File: src/hdl/roi_binary_threshold_counter_assert.svh
// Assertion macros for the ROI binary threshold counter.
// Included by roi_binary_threshold_counter.sv; no other dependencies.
`ifndef ROI_BINARY_THRESHOLD_COUNTER_ASSERT_SVH
`define ROI_BINARY_THRESHOLD_COUNTER_ASSERT_SVH

// Same-cycle implication, disabled while in reset
`define RBTC_ASSERT_NOW(label, clk, rstn, ante, cons, msg) \
    label: assert property (@(posedge clk) disable iff (!(rstn)) (ante) |-> (cons)) \
        else $error(msg);

// Next-cycle implication, disabled while in reset
`define RBTC_ASSERT_NEXT(label, clk, rstn, ante, cons, msg) \
    label: assert property (@(posedge clk) disable iff (!(rstn)) (ante) |=> (cons)) \
        else $error(msg);

`endif

File: src/hdl/roi_btc_pkg.sv
// Shared types, constants and ROI clamping functions for the ROI binary
// threshold counter. No dependencies.
`timescale 1ns / 1ps
`default_nettype none

package roi_btc_pkg;

    // Field widths
    localparam int DIM_W     = 13;
    localparam int PIX_W     = 8;
    localparam int CNT_W     = 25;
    localparam int CFG_W     = 32;
    localparam int CFG_IDX_W = 4;
    localparam int MODE_W    = 2;

    localparam logic [CNT_W-1:0] COUNT_MAX = {CNT_W{1'b1}};
    localparam logic [PIX_W-1:0] PIX_WHITE = {PIX_W{1'b1}};
    localparam logic [PIX_W-1:0] PIX_BLACK = '0;

    // Register indexes
    localparam logic [CFG_IDX_W-1:0] REG_FRAME_WIDTH  = 4'd0;
    localparam logic [CFG_IDX_W-1:0] REG_FRAME_HEIGHT = 4'd1;
    localparam logic [CFG_IDX_W-1:0] REG_ROI_LEFT     = 4'd2;
    localparam logic [CFG_IDX_W-1:0] REG_ROI_TOP      = 4'd3;
    localparam logic [CFG_IDX_W-1:0] REG_ROI_WIDTH    = 4'd4;
    localparam logic [CFG_IDX_W-1:0] REG_ROI_HEIGHT   = 4'd5;
    localparam logic [CFG_IDX_W-1:0] REG_THRESHOLD    = 4'd6;
    localparam logic [CFG_IDX_W-1:0] REG_MODE         = 4'd7;

    // Mode codes; the other codes are errors
    localparam logic [MODE_W-1:0] MODE_COPY      = 2'd0;
    localparam logic [MODE_W-1:0] MODE_THRESHOLD = 2'd1;

    // Reset values of the configuration registers
    localparam logic [DIM_W-1:0]  RST_FRAME_WIDTH  = 13'd640;
    localparam logic [DIM_W-1:0]  RST_FRAME_HEIGHT = 13'd480;
    localparam logic [PIX_W-1:0]  RST_THRESHOLD    = 8'd128;

    // One clamped axis of the ROI
    typedef struct packed {
        logic [DIM_W-1:0] start;
        logic [DIM_W-1:0] len;
    } axis_t;

    // Frame and ROI geometry derived from the configuration
    typedef struct packed {
        logic [DIM_W-1:0] left;
        logic [DIM_W-1:0] top;
        logic [DIM_W-1:0] width;
        logic [DIM_W-1:0] height;
        logic [DIM_W-1:0] right;     // left + width, exclusive
        logic [DIM_W-1:0] bottom;    // top + height, exclusive
        logic [DIM_W-1:0] last_col;  // effective frame width - 1
        logic [DIM_W-1:0] last_row;  // effective frame height - 1
    } geom_t;

    // Frame size: zero reads as one, above max_dim reads as max_dim
    function automatic logic [DIM_W-1:0] eff_dim(
        input logic [DIM_W-1:0] v,
        input int unsigned      max_dim
    );
        logic [DIM_W-1:0] r;
        if (v == '0) begin
            r = DIM_W'(1);
        end else if (32'(v) > max_dim) begin
            r = DIM_W'(max_dim);
        end else begin
            r = v;
        end
        return r;
    endfunction

    // Clamp start to [0, dim], then length to the room left in the frame
    function automatic axis_t clamp_axis(
        input logic signed [CFG_W-1:0] pos,
        input logic signed [CFG_W-1:0] len,
        input logic [DIM_W-1:0]        dim
    );
        axis_t            a;
        logic [DIM_W-1:0] room;
        if (pos < 0) begin
            a.start = '0;
        end else if (pos > $signed(CFG_W'(dim))) begin
            a.start = dim;
        end else begin
            a.start = pos[DIM_W-1:0];
        end
        room = dim - a.start;
        if (len > $signed(CFG_W'(room))) begin
            a.len = room;
        end else begin
            a.len = len[DIM_W-1:0];
        end
        return a;
    endfunction

    // Full geometry; a non-positive ROI width or height selects the frame
    function automatic geom_t make_geom(
        input logic [DIM_W-1:0]        fw_raw,
        input logic [DIM_W-1:0]        fh_raw,
        input logic signed [CFG_W-1:0] left,
        input logic signed [CFG_W-1:0] top,
        input logic signed [CFG_W-1:0] width,
        input logic signed [CFG_W-1:0] height,
        input int unsigned             max_dim
    );
        geom_t            g;
        logic [DIM_W-1:0] fw;
        logic [DIM_W-1:0] fh;
        axis_t            ax;
        axis_t            ay;
        fw = eff_dim(fw_raw, max_dim);
        fh = eff_dim(fh_raw, max_dim);
        if (width <= 0 || height <= 0) begin
            ax.start = '0;
            ax.len   = fw;
            ay.start = '0;
            ay.len   = fh;
        end else begin
            ax = clamp_axis(left, width, fw);
            ay = clamp_axis(top, height, fh);
        end
        g.left     = ax.start;
        g.width    = ax.len;
        g.top      = ay.start;
        g.height   = ay.len;
        g.right    = ax.start + ax.len;
        g.bottom   = ay.start + ay.len;
        g.last_col = fw - DIM_W'(1);
        g.last_row = fh - DIM_W'(1);
        return g;
    endfunction

endpackage

`default_nettype wire

File: src/hdl/roi_binary_threshold_counter.sv
// ROI binary threshold counter: top level, single module.
// Depends on roi_btc_pkg and roi_binary_threshold_counter_assert.svh.
//
//  Channel   Signals                                      Direction
//  s_        s_valid/s_ready, s_pixel_in                  pixel in
//  m_        m_valid/m_ready, m_pixel_out, flags, counts  result out
//  cfg_      cfg_wr_en, cfg_wr_index, cfg_wr_data         register write
//
// One pixel per clock while m_ready is high; an accepted pixel goes to the input
// register, then through threshold/count logic into the result register (m_valid).
// Clamped ROI geometry is recomputed into a register every cycle from the
// configuration. Synchronous active-low reset clears the position, the counts
// and the valid flags and loads the register defaults. A stalled m_ holds
// both stages; s_ready stays high while the input register can move on.
`timescale 1ns / 1ps
`default_nettype none

module roi_binary_threshold_counter #(
    parameter int unsigned MAX_DIM = 4096
) (
    input  wire                                    aclk,
    input  wire                                    aresetn,

    input  wire                                    cfg_wr_en,
    input  wire  [roi_btc_pkg::CFG_IDX_W-1:0]      cfg_wr_index,
    input  wire  [roi_btc_pkg::CFG_W-1:0]          cfg_wr_data,

    input  wire                                    s_valid,
    output logic                                   s_ready,
    input  wire  [roi_btc_pkg::PIX_W-1:0]          s_pixel_in,

    output logic                                   m_valid,
    input  wire                                    m_ready,
    output logic [roi_btc_pkg::PIX_W-1:0]          m_pixel_out,
    output logic                                   m_frame_end,
    output logic                                   m_mode_error,
    output logic [roi_btc_pkg::CNT_W-1:0]          m_white_count,
    output logic [roi_btc_pkg::CNT_W-1:0]          m_black_count,
    output logic [roi_btc_pkg::DIM_W-1:0]          m_clamped_left,
    output logic [roi_btc_pkg::DIM_W-1:0]          m_clamped_top,
    output logic [roi_btc_pkg::DIM_W-1:0]          m_clamped_width,
    output logic [roi_btc_pkg::DIM_W-1:0]          m_clamped_height
);

    import roi_btc_pkg::*;

    localparam int POS_W = $clog2(MAX_DIM);
    localparam int CMP_W = ((POS_W > DIM_W) ? POS_W : DIM_W) + 1;

    // Configuration registers
    logic [DIM_W-1:0]        frame_width_reg;
    logic [DIM_W-1:0]        frame_height_reg;
    logic signed [CFG_W-1:0] roi_left_reg;
    logic signed [CFG_W-1:0] roi_top_reg;
    logic signed [CFG_W-1:0] roi_width_reg;
    logic signed [CFG_W-1:0] roi_height_reg;
    logic [PIX_W-1:0]        threshold_reg;
    logic [MODE_W-1:0]       mode_reg;

    // Derived geometry
    geom_t geom_reg;
    geom_t geom_next;

    // Input stage
    logic             in_valid_reg;
    logic [PIX_W-1:0] in_pixel_reg;

    // Position and running totals
    logic [POS_W-1:0] col_reg,   col_next;
    logic [POS_W-1:0] row_reg,   row_next;
    logic [CNT_W-1:0] white_reg, white_next;
    logic [CNT_W-1:0] black_reg, black_next;

    // Result stage
    logic             out_valid_reg;
    logic [PIX_W-1:0] out_pixel_reg,   out_pixel_next;
    logic             out_fend_reg,    out_fend_next;
    logic             out_err_reg,     out_err_next;
    logic [CNT_W-1:0] out_white_reg,   out_white_next;
    logic [CNT_W-1:0] out_black_reg,   out_black_next;
    logic [DIM_W-1:0] out_left_reg,    out_left_next;
    logic [DIM_W-1:0] out_top_reg,     out_top_next;
    logic [DIM_W-1:0] out_width_reg,   out_width_next;
    logic [DIM_W-1:0] out_height_reg,  out_height_next;

    logic s_accept;
    logic advance;
    logic err;
    logic in_roi;
    logic is_white;
    logic last_col;
    logic last_row;
    logic fend;
    logic [CMP_W-1:0] col_w;
    logic [CMP_W-1:0] row_w;

    // Handshake: input register moves on when the result register frees up
    assign advance  = in_valid_reg && (!out_valid_reg || m_ready);
    assign s_ready  = !in_valid_reg || advance;
    assign s_accept = s_valid && s_ready;

    // Configuration writes
    always_ff @(posedge aclk) begin
        if (!aresetn) begin
            frame_width_reg  <= RST_FRAME_WIDTH;
            frame_height_reg <= RST_FRAME_HEIGHT;
            roi_left_reg     <= '0;
            roi_top_reg      <= '0;
            roi_width_reg    <= '0;
            roi_height_reg   <= '0;
            threshold_reg    <= RST_THRESHOLD;
            mode_reg         <= MODE_COPY;
        end else if (cfg_wr_en) begin
            unique case (cfg_wr_index)
                REG_FRAME_WIDTH:  frame_width_reg  <= cfg_wr_data[DIM_W-1:0];
                REG_FRAME_HEIGHT: frame_height_reg <= cfg_wr_data[DIM_W-1:0];
                REG_ROI_LEFT:     roi_left_reg     <= $signed(cfg_wr_data);
                REG_ROI_TOP:      roi_top_reg      <= $signed(cfg_wr_data);
                REG_ROI_WIDTH:    roi_width_reg    <= $signed(cfg_wr_data);
                REG_ROI_HEIGHT:   roi_height_reg   <= $signed(cfg_wr_data);
                REG_THRESHOLD:    threshold_reg    <= cfg_wr_data[PIX_W-1:0];
                REG_MODE:         mode_reg         <= cfg_wr_data[MODE_W-1:0];
                default: ;
            endcase
        end
    end

    // Clamped ROI, refreshed every cycle
    assign geom_next = make_geom(frame_width_reg, frame_height_reg, roi_left_reg,
                                 roi_top_reg, roi_width_reg, roi_height_reg, MAX_DIM);

    always_ff @(posedge aclk) begin
        if (!aresetn) begin
            geom_reg <= make_geom(RST_FRAME_WIDTH, RST_FRAME_HEIGHT, '0, '0, '0, '0,
                                  MAX_DIM);
        end else begin
            geom_reg <= geom_next;
        end
    end

    // Per-pixel decision
    always_comb begin
        col_w    = CMP_W'(col_reg);
        row_w    = CMP_W'(row_reg);
        err      = (mode_reg != MODE_COPY) && (mode_reg != MODE_THRESHOLD);
        in_roi   = (col_w >= CMP_W'(geom_reg.left)) && (col_w < CMP_W'(geom_reg.right)) &&
                   (row_w >= CMP_W'(geom_reg.top))  && (row_w < CMP_W'(geom_reg.bottom));
        is_white = in_pixel_reg > threshold_reg;
        last_col = col_w >= CMP_W'(geom_reg.last_col);
        last_row = row_w >= CMP_W'(geom_reg.last_row);
        fend     = last_col && last_row;

        white_next = white_reg;
        black_next = black_reg;
        if (err) begin
            out_pixel_next = PIX_BLACK;
        end else if (mode_reg == MODE_THRESHOLD && in_roi) begin
            if (is_white) begin
                out_pixel_next = PIX_WHITE;
                if (white_reg != COUNT_MAX) begin
                    white_next = white_reg + CNT_W'(1);
                end
            end else begin
                out_pixel_next = PIX_BLACK;
                if (black_reg != COUNT_MAX) begin
                    black_next = black_reg + CNT_W'(1);
                end
            end
        end else begin
            out_pixel_next = in_pixel_reg;
        end

        // Report fields only on the frame's last pixel
        out_fend_next   = fend;
        out_err_next    = err;
        out_white_next  = (fend && !err) ? white_next : '0;
        out_black_next  = (fend && !err) ? black_next : '0;
        out_left_next   = fend ? geom_reg.left   : '0;
        out_top_next    = fend ? geom_reg.top    : '0;
        out_width_next  = fend ? geom_reg.width  : '0;
        out_height_next = fend ? geom_reg.height : '0;

        // Raster position
        if (last_col) begin
            col_next = '0;
            row_next = last_row ? '0 : row_reg + POS_W'(1);
        end else begin
            col_next = col_reg + POS_W'(1);
            row_next = row_reg;
        end
    end

    // Control state
    always_ff @(posedge aclk) begin
        if (!aresetn) begin
            in_valid_reg  <= 1'b0;
            out_valid_reg <= 1'b0;
            col_reg       <= '0;
            row_reg       <= '0;
            white_reg     <= '0;
            black_reg     <= '0;
        end else begin
            if (s_accept) begin
                in_valid_reg <= 1'b1;
            end else if (advance) begin
                in_valid_reg <= 1'b0;
            end
            if (advance) begin
                out_valid_reg <= 1'b1;
                col_reg       <= col_next;
                row_reg       <= row_next;
                white_reg     <= fend ? '0 : white_next;
                black_reg     <= fend ? '0 : black_next;
            end else if (m_ready) begin
                out_valid_reg <= 1'b0;
            end
        end
    end

    // Payload registers
    always_ff @(posedge aclk) begin
        if (s_accept) begin
            in_pixel_reg <= s_pixel_in;
        end
        if (advance) begin
            out_pixel_reg  <= out_pixel_next;
            out_fend_reg   <= out_fend_next;
            out_err_reg    <= out_err_next;
            out_white_reg  <= out_white_next;
            out_black_reg  <= out_black_next;
            out_left_reg   <= out_left_next;
            out_top_reg    <= out_top_next;
            out_width_reg  <= out_width_next;
            out_height_reg <= out_height_next;
        end
    end

    assign m_valid          = out_valid_reg;
    assign m_pixel_out      = out_pixel_reg;
    assign m_frame_end      = out_fend_reg;
    assign m_mode_error     = out_err_reg;
    assign m_white_count    = out_white_reg;
    assign m_black_count    = out_black_reg;
    assign m_clamped_left   = out_left_reg;
    assign m_clamped_top    = out_top_reg;
    assign m_clamped_width  = out_width_reg;
    assign m_clamped_height = out_height_reg;

    // Assertions
`include "roi_binary_threshold_counter_assert.svh"

    // Report fields stay zero away from the frame end
    `RBTC_ASSERT_NOW(a_report_only_at_end, aclk, aresetn, m_valid && !m_frame_end, m_white_count == '0 && m_black_count == '0 && m_clamped_width == '0 && m_clamped_height == '0, "report fields set on a non-final pixel")

    // Frame end wraps the position and clears the totals
    `RBTC_ASSERT_NEXT(a_frame_wrap, aclk, aresetn, advance && fend, col_reg == '0 && row_reg == '0 && white_reg == '0 && black_reg == '0, "frame end did not restart position and totals")

    // Clamped ROI stays inside the effective frame
    `RBTC_ASSERT_NOW(a_roi_in_frame, aclk, aresetn, 1'b1, geom_reg.left <= geom_reg.right && geom_reg.right <= geom_reg.last_col + DIM_W'(1) && geom_reg.bottom <= geom_reg.last_row + DIM_W'(1), "clamped ROI outside the frame")

endmodule

`default_nettype wire
File: config.mk
export PLATFORM = sky130hd
export DESIGN_NAME = roi_binary_threshold_counter
export DESIGN_NICKNAME = d
export VERILOG_FILES = /design/src/hdl/roi_btc_pkg.sv /design/src/hdl/roi_binary_threshold_counter.sv
export VERILOG_INCLUDE_DIRS = /design/src /design/src/hdl
export SDC_FILE = /design/constraint.sdc
export NUM_CORES = 1
export LEC_CHECK = 0
export BUFFER_PORTS_ARGS = -buffer_cell sky130_fd_sc_hd__buf_4
export CAP_MARGIN = 20
export CORE_MARGIN = 3
export CORE_UTILIZATION = 35
export CTS_CLUSTER_SIZE = 16
export DETAILED_ROUTE_END_ITERATION = 10
export GPL_TIMING_DRIVEN = 0
export PLACE_DENSITY = 0.58
export SLEW_MARGIN = 40
export SYNTH_ARGS = -nofsm -noshare
export SYNTH_HDL_FRONTEND = slang
export SYNTH_SLANG_ARGS = --single-unit
export TNS_END_PERCENT = 10
File: constraint.sdc
create_clock -name aclk -period 9.75 [get_ports aclk]
set_input_delay 1.95 -clock aclk [delete_from_list [all_inputs] [get_ports aclk]]
set_output_delay 1.95 -clock aclk [all_outputs]
set_load 0.01 [all_outputs]
-- Yosys cells after proc, flatten, opt, wreduce, memory -nomap -nowiden
Index checks and enable logic that the tools add are counted.
- bits in registers: 464
- bits of input ports: 49
- output and inout port bits: 114
- logic and storage cells: 132
- equality and inequality tests: 11
- add/subtract/negate cells: 10
- order comparisons: 17
- reduce and logical (&&, ||, !) cells: 30
- muxes and demuxes: 32
- operators by type and width (operator ; count):
    25-bit 2-to-1 mux ; 10
    13-bit 2-to-1 mux ; 12
    32-bit by 14-bit greater-than comparator with 1-bit output ; 4
    32-bit by 1-bit less-or-equal comparator with 1-bit output (second input constant) ; 2
    32-bit by 1-bit < comparator with 1-bit output (second input constant) ; 2
    12-bit by 13-bit >= comparator with 1-bit output ; 4
    26-bit 2-to-1 mux ; 2
    25-bit by 1-bit adder with 25-bit output (second input constant) ; 2
    25-bit inequality test (second input constant) ; 2
    13-bit adder ; 2
    13-bit greater-than comparator (second input constant) ; 2
    13-bit zero test ; 2
    12-bit by 13-bit < comparator with 1-bit output ; 2
    13-bit by 1-bit subtractor with 13-bit output (second input constant) ; 2
    13-bit subtractor ; 2
    12-bit by 1-bit adder with 12-bit output (second input constant) ; 2
    12-bit 2-to-1 mux ; 2
    2-bit AND reduction ; 9
    4-bit by 3-bit equality test with 1-bit output (second input constant) ; 4
    8-bit 2-to-1 mux ; 2
    1-bit logical AND ; 9
    4-bit by 2-bit equality test with 1-bit output (second input constant) ; 2
    8-bit greater-than comparator ; 1
    2-bit nonzero test ; 3
    other kinds (7) ; 14

-- Depth between registers and ports, before layout
Gate-level depths: netlist of run 1.
- depth in word-level cells: 12
- gate-level depth with buffers: 45
- gate-level depth less buffers: 43

-- Least setup slack after synthesis of run 1
No wires, ideal clock.
- kind: register -> register
- start point: register frame_height_reg[2]
- end point: register geom_reg[38] in the netlist's numbering
- library setup time: 72 ps
- path slack: 471 ps
- clock period less this slack: 9279 ps
- data required time: 9678 ps
- stages on the path, launching flop included: 44
- arrival: 9207 ps
- path buffers: 2
- cell sequence: dfxtp_1 or4_1 nor3_2 nand2_1 o31ai_2 nand2_1 ha_1 and4_1 nand4_1 a21o_1 a311oi_2 buf_2 mux2i_1 or2_2 ha_1 nor2b_1 o21ai_0 a21oi_1 (+8 left out) a2111oi_0 a311oi_1 a31oi_2 buf_2 nor2_1 a21oi_1 o21ai_0 ha_1 fa_1 a21o_1 a21oi_1 nor2b_1 o21a_1 o311ai_0 nand3_1 or4_1 a21o_1 mux2i_1
- RTL lines (item ; RTL line ; RTL):
    from (decl) ; roi_binary_threshold_counter.sv:52 ; logic [DIM_W-1:0] frame_height_reg;
    from (signal assigned) ; roi_binary_threshold_counter.sv:116 ; REG_FRAME_HEIGHT: frame_height_reg <= cfg_wr_data[DIM_W-1:0];
    to (signal assigned) ; roi_binary_threshold_counter.sv:134 ; geom_reg <= make_geom(RST_FRAME_WIDTH, RST_FRAME_HEIGHT, '0, '0, '0, '0,
    to (signal assigned) ; roi_binary_threshold_counter.sv:137 ; geom_reg <= geom_next;
    to (decl) ; roi_binary_threshold_counter.sv:61 ; geom_t geom_reg;

==> results of run 1 <==
through the flow:
| stage | TNS [ns] | total power [W] | utilization | instance area, sq um |
|---|---|---|---|---|
| after detailed placement | -8.07 | 0.00270 | 0.392 | 27100 |
| final | 0 | 0.00470 | 0.423 | 29200 |
| after CTS | -0.0319 | 0.00472 | 0.419 | 29000 |
| after global routing | -0.0756 | 0.00489 | 0.423 | 29200 |
| after global placement | -8.04 | 0.00270 | 0.391 | 27100 |
| after floorplan | 0 | 0.00247 | - | 24700 |
cell usage in the layout, fill, tap and decap left out, types with 33 or more instances in the layout:
cell type / instances
inv_1: 144
a21o_1: 48
edfxtp_1: 120
nor3_1: 43
or2_2: 33
nand4b_1: 34
a21oi_1: 263
clkbuf_16: 55
nor2_1: 242
nor4_1: 35
xnor2_1: 74
nand4_1: 66
clkbuf_1: 136
ha_1: 183
nand3_1: 120
and3_1: 53
o21ai_0: 57
nand2_1: 464
dfxtp_1: 342
buf_4: 183
layer usage:
metal / vias up / GRT usage / share of wire
met2: 669 / 0.352 / 0.47
met3: 138 / 0.0337 / 0.062
met5: - / 0 / 0.00041
li1: 10600 / - / -
met1: 9975 / 0.274 / 0.44
met4: 6 / 0.0569 / 0.026
worst max-delay path: cells and delay by family (launching register included):
family / cells / cell delay [ns]
AOI/OAI and AO/OA: 18 / 3.89
xor gates and xnor gates: 1 / 0.20
adders and majority gates: 5 / 1.67
buffers and inverters: 3 / 0.49
DFF: 1 / 0.36
muxes: 2 / 0.24
and+or+nand+nor: 11 / 2.45
path summary, 6_finish.rpt:
| check | endpoint | slack [ns] | depth (start not counted) | from |
|---|---|---|---|---|
| max | geom_reg[38] | 0.35 | 40 | frame_height_reg[2] |
| min | roi_height_reg[17] | 0.46 | 2 | roi_height_reg[17] |
| max reg2reg | geom_reg[38] | 0.35 | 40 | frame_height_reg[2] |
| min reg2reg | roi_height_reg[17] | 0.46 | 2 | roi_height_reg[17] |
kinds of logic after synthesis:
logic type	synth area share
simple gates	0.251
compound gates	0.129
flops	0.425
buf+inv	0.0470
fa+ha+maj	0.0965
xor+xnor	0.0380
mux	0.0134
report_power, final:
| part | switching (W) | internal, W | leakage [nW] |
|---|---|---|---|
| sequential | 0.0000254 | 0.00203 | 3.84 |
| combinational | 0.000408 | 0.000237 | 6.54 |
| clock | 0.000828 | 0.00118 | 0.869 |
| total | 0.00126 | 0.00344 | 11.2 |
layout make-up:
type                       instances  area (sq um)  area share
multi-input combinational       2114         13200       0.452
buffer                           150           626      0.0214
tap                              931          1160      0.0398
inverter                         147           556      0.0190
clock inverter                    16           170     0.00582
timing repair buffer             187          1440      0.0491
clock buffer                      80          1580      0.0541
sequential                       464         10500       0.359
repair_timing:
item,4_1_cts,5_1_grt
pin swaps,1,17
setup endpoints to repair,13,13
resized for setup,15,42
buffers inserted,2,19
gates cloned,0,2
==> flow_summary.json, run 1 <==
{
  "status": "completed",
  "initial_core_util": 0.357,
  "fill_cells": 7045,
  "synth_top_area_cell": "dfxtp_1",
  "synth_cell_types": 82,
  "cp-start-kind": "register",
  "skew_ns": 0.0186,
  "hold_slack_ns": 0.455,
  "worstMarginPinSlew_ns": 0.925,
  "drt_pre_antenna_iters": 6,
  "leakage_nw": 11.2,
  "synth-warning-count": 0,
  "htreeDepth": 2,
  "fin_crit_ns": 9.40,
  "routed_wl_um": 78900,
  "instances_no_fill": 4089,
  "max_freq_mhz": 106,
  "syn_nets": 3114,
  "grt_max_degree": 43,
  "area_delta_synth_final_pct": 18.4,
  "critPathArrivalTime_ns": 9.93,
  "syn_avg_cell_area_sq_um": 8.58,
  "finalHoldViolations": 0,
  "initialDrtViolationCount": 1431,
  "num_antenna_cells": 0,
  "required_ns": 10.28,
  "timing.max_cap.violations": 0,
  "powerDensity_nw_per_um2": 161,
  "grt_overflow": 0,
  "vias": 21400,
  "synth-seq-area-share": 0.425,
  "drc": 0,
  "cts_hold_buffers": 0,
  "netlist_top_cells_count": "nand2_1 (466), dfxtp_1 (344), a21oi_1 (269)",
  "dp_slack_ns": -1.36,
  "gp_congestion": 0.916,
  "clk_pin_slew_worst_paths_ns": 0.06,
  "wl_per_cell_um": 19.3,
  "synthCells": 2877,
  "fin_ws_ns": 0.351,
  "worstPathMaxFanout": 8,
  "cp-end-kind": "register",
  "synthMostInstantiatedCell": "nand2_1",
  "fp.dieH_um": 272,
  "ys.flop_type": "dfxtp_1",
  "slew_violations": 0,
  "largest_reg_flops": 104,
  "synth-edff-count": 120,
  "cts_root_buf": "clkbuf_16",
  "hpwl_um": 60400,
  "grt_pass1_wl_um": 120000,
  "cp_common_cell": "a21oi_2",
  "coreArea_sq_um": 69200,
  "std_cell_rows": 96,
  "cts_tree": "built",
  "cts.sink_count": 464,
  "yosys-top-cells-area": "dfxtp_1 (28%), edfxtp_1 (15%), ha_1 (9.3%)",
  "vias_per_cell": 5.24,
  "die_area_sq_um": 73800,
  "clk-insertion-delay-late_ns": 0.62,
  "grt_pass1_vias": 20300,
  "finalCritPeriodShare": 0.964,
  "syn_area_sq_um": 24700,
  "pin_count": 163,
  "num-nets-final": 3353,
  "setup_viol": 0,
  "drive_above_1_share": 0.122,
  "synth_top_area_share": 0.279,
  "cts_made_buffers": 52,
  "clk_path_buf_depth": 3,
  "antenna_found_initial": 3,
  "ir_drop_mv": 0.117,
  "slowest_delay_ns": 0.58,
  "ys_seq_elements": 464,
  "path_class": "reg -> reg",
  "cp_slowest_cell": "or4_4",
  "grt_usage": 0.208,
  "dp.cells": 3972,
  "synth_async_sr_flop_share": 0,
  "port_buffers": 160,
  "hold_class": "reg -> reg",
  "die_x_um": 272,
  "drtAntennaViolNets": 0,
  "slew_headroom": 0.384
}
(Power assumes the default switching activity.)
==> inputs of run 2 (changes only) <==
--- a/config.mk
+++ b/config.mk
@@ -6,6 +6,7 @@
 export SDC_FILE = /design/constraint.sdc
 export NUM_CORES = 1
 export LEC_CHECK = 0
+export ABC_AREA = 1
 export BUFFER_PORTS_ARGS = -buffer_cell sky130_fd_sc_hd__buf_4
 export CAP_MARGIN = 20
 export CORE_MARGIN = 3
==> run 2 against run 1 <==
Fmax increased by 5.9%. Sequential share of layout area decreased by 0.67 points. Utilization decreased by 0.87 points. Combinational power increased by 110%. Critical endpoint is now geom_reg[51].
==> flow_summary.json, run 2 <==
{
  "grt_pass1_vias": 21500,
  "slew_headroom": 0.410,
  "drtAntennaViolNets": 0,
  "clk_path_buf_depth": 3,
  "synth-warning-count": 0,
  "r2r-end": "geom_reg[51]",
  "drive_above_1_share": 0.113,
  "slowest_delay_ns": 0.48,
  "critPathArrivalTime_ns": 9.36,
  "routed_wl_um": 78800,
  "min_to": "roi_top_reg[22]",
  "multiInputGateArea_sq_um": 12900,
  "fin_util": 0.414,
  "ir_drop_mv": 0.118,
  "cp_common_cell": "nand2_1",
  "dr_wl_met3_um": 4620,
  "coreArea_sq_um": 72000,
  "fin_ws_ns": 0.875,
  "fin_crit_ns": 8.87,
  "synth_simple_gate_area_frac": 0.223,
  "drc": 0,
  "gp_congestion": 0.954,
  "ys.flop_type": "dfxtp_1",
  "area_delta_synth_final_pct": 16.5,
  "finalSetupTns_ns": 0,
  "reg2regPathDepth": 55,
  "netlist_top_cells_count": "nand2_1 (538), nor2_1 (433), inv_1 (366)",
  "clk-insertion-delay-late_ns": 0.61,
  "skew_ns": 0.0282,
  "synth_top_area_share": 0.269,
  "synth_xor_area_frac": 0.0250,
  "synth_cell_types": 68,
  "std_cell_rows": 98,
  "cts_tree": "built",
  "initial_core_util": 0.355,
  "cp-start-kind": "register",
  "vias": 22900,
  "synth_top_area_cell": "dfxtp_1",
  "num-nets-final": 3818,
  "cp-end-kind": "register",
  "top_layer_used": "met4",
  "synth_top_family_by_area": "simple AND/OR/NAND/NOR gates",
  "drt_pre_antenna_iters": 5,
  "synth-seq-area-share": 0.410,
  "grt_pass1_wl_um": 123000,
  "wl_per_cell_um": 17.2,
  "timing.max_cap.violations": 0,
  "final-seq-area_sq_um": 10500,
  "hold_class": "reg -> reg",
  "reg2reg_slack_ns": 0.88,
  "max_freq_mhz": 113,
  "htreeDepth": 2,
  "clk_pin_slew_worst_paths_ns": 0.06,
  "synthAdderAreaFrac": 0.0932,
  "num_antenna_cells": 0,
  "layout_commonest_cell": "nand2_1",
  "yosys-top-cells-area": "dfxtp_1 (27%), edfxtp_1 (14%), ha_1 (9.0%)",
  "synth-compound-area-share": 0.164,
  "grt_usage": 0.201,
  "synthCells": 3364,
  "cts_root_buf": "clkbuf_16",
  "hpwl_um": 61900,
  "hp-start": "roi_top_reg[22]",
  "syn_area_sq_um": 25600,
  "routed-wl-met2_um": 35900,
  "antenna_found_initial": 0,
  "final_cell_area_sq_um": 29800,
  "finalCritPeriodShare": 0.910,
  "initialDrtViolationCount": 1711,
  "port_buffers": 162,
  "required_ns": 10.24,
  "synth.mux.area_fraction": 0,
  "fill_cells": 7426,
  "status": "completed",
  "syn_avg_cell_area_sq_um": 7.60,
  "grt_max_degree": 61,
  "cts_made_buffers": 51,
  "synthMostInstantiatedCell": "nand2_1",
  "die_x_um": 276,
  "synth-edff-count": 120,
  "wl_met1_um": 36300,
  "die_area_sq_um": 76300,
  "powerDensity_nw_per_um2": 184,
  "dp_slack_ns": 0.754,
  "leakage_nw": 12.6,
  "fp.dieH_um": 276,
  "vias_per_cell": 5.01,
  "cts_hold_buffers": 0,
  "path_class": "reg -> reg",
  "grt_overflow": 0,
  "pin_count": 163,
  "largest_reg_flops": 104,
  "final_cell_mix": "nand2_1 (538), nor2_1 (432), inv_1 (365), a21oi_1 (358), dfxtp_1 (344)",
  "worstPathMaxFanout": 10,
  "reg2reg_from": "frame_width_reg[6]",
  "p_total_w": 0.00548,
  "setup_viol": 0,
  "slew_violations": 0,
  "ys_seq_elements": 464,
  "cts.sink_count": 464,
  "worstMarginPinSlew_ns": 0.885,
  "synth_async_sr_flop_share": 0,
  "hold_depth": 2,
  "finalHoldViolations": 0,
  "syn_nets": 3601,
  "placed_area_sq_um": 28000,
  "cp_slowest_cell": "fa_1",
  "rsz0062_at_grt": "no"
}
==> run 2: how the worst max path moves through the flow <==
stage                            start            to  slack [ns]  cells after the start
floorplan           frame_width_reg[8]  geom_reg[51]        2.58                     49
global route        frame_width_reg[2]  geom_reg[51]        0.02                     54
detailed placement  frame_width_reg[9]  geom_reg[51]        0.75                     49
CTS                 frame_width_reg[9]  geom_reg[51]        0.70                     49
global placement    frame_width_reg[9]  geom_reg[51]        0.69                     49
finish              frame_width_reg[6]  geom_reg[51]        0.88                     55
==> run 2: worst max-delay path: cells and delay by family (launching register included) <==
kind	cells	cell delay (ns)
and+or+nand+nor	28	3.28
AOI/OAI and AO/OA	12	2.09
adders and majority gates	4	1.43
buffers and inverters	10	1.39
xor gates and xnor gates	1	0.31
DFF	1	0.29
==> run 2: power breakdown <==
part	internal [W]	switching [W]	leakage (nW)	total [W]
clock network	0.00118	0.000813	0.871	0.00200
registers	0.00208	0.0000398	3.91	0.00212
logic	0.000444	0.000909	7.85	0.00135
total	0.00371	0.00176	12.6	0.00548
==> run 2: cell type report <==
cell class / instances / share of cell area
plain buffers: 141 / 0.0219
flip-flops and latches: 464 / 0.352
multi-input cells: 2357 / 0.434
clock inverters: 22 / 0.00765
clock buffers: 72 / 0.0514
inverters: 402 / 0.0512
repair buffers: 164 / 0.0420
well taps: 950 / 0.0399
==> run 2: what timing repair did <==
item	CTS	global route
setup buffers	0	0
endpoints found under the setup margin	0	1
gates resized for setup	0	3
hold endpoints to repair	0	0
==> run 2: cells by family after synthesis <==
kind of cell	Yosys count
and+or+nand+nor	1310
buffers and inverters	543
DFF	464
AOI/OAI and AO/OA	786
adders and majority gates	188
xor gates and xnor gates	73
==> run 2: routing by layer <==
layer,up-vias,GRT usage
li1,11700,-
met1,10500,0.279
met4,0,0.0546
met2,622,0.328
met5,-,0
met3,109,0.0286
==> run 2: metrics by stage <==
step | hold slack [ns] | instances
after floorplan | 0.424 | 3364
after detailed placement | 0.436 | 4478
after global placement | 0.433 | 4476
after global routing | 0.461 | 4572
after CTS | 0.446 | 4572
final | 0.446 | 4572
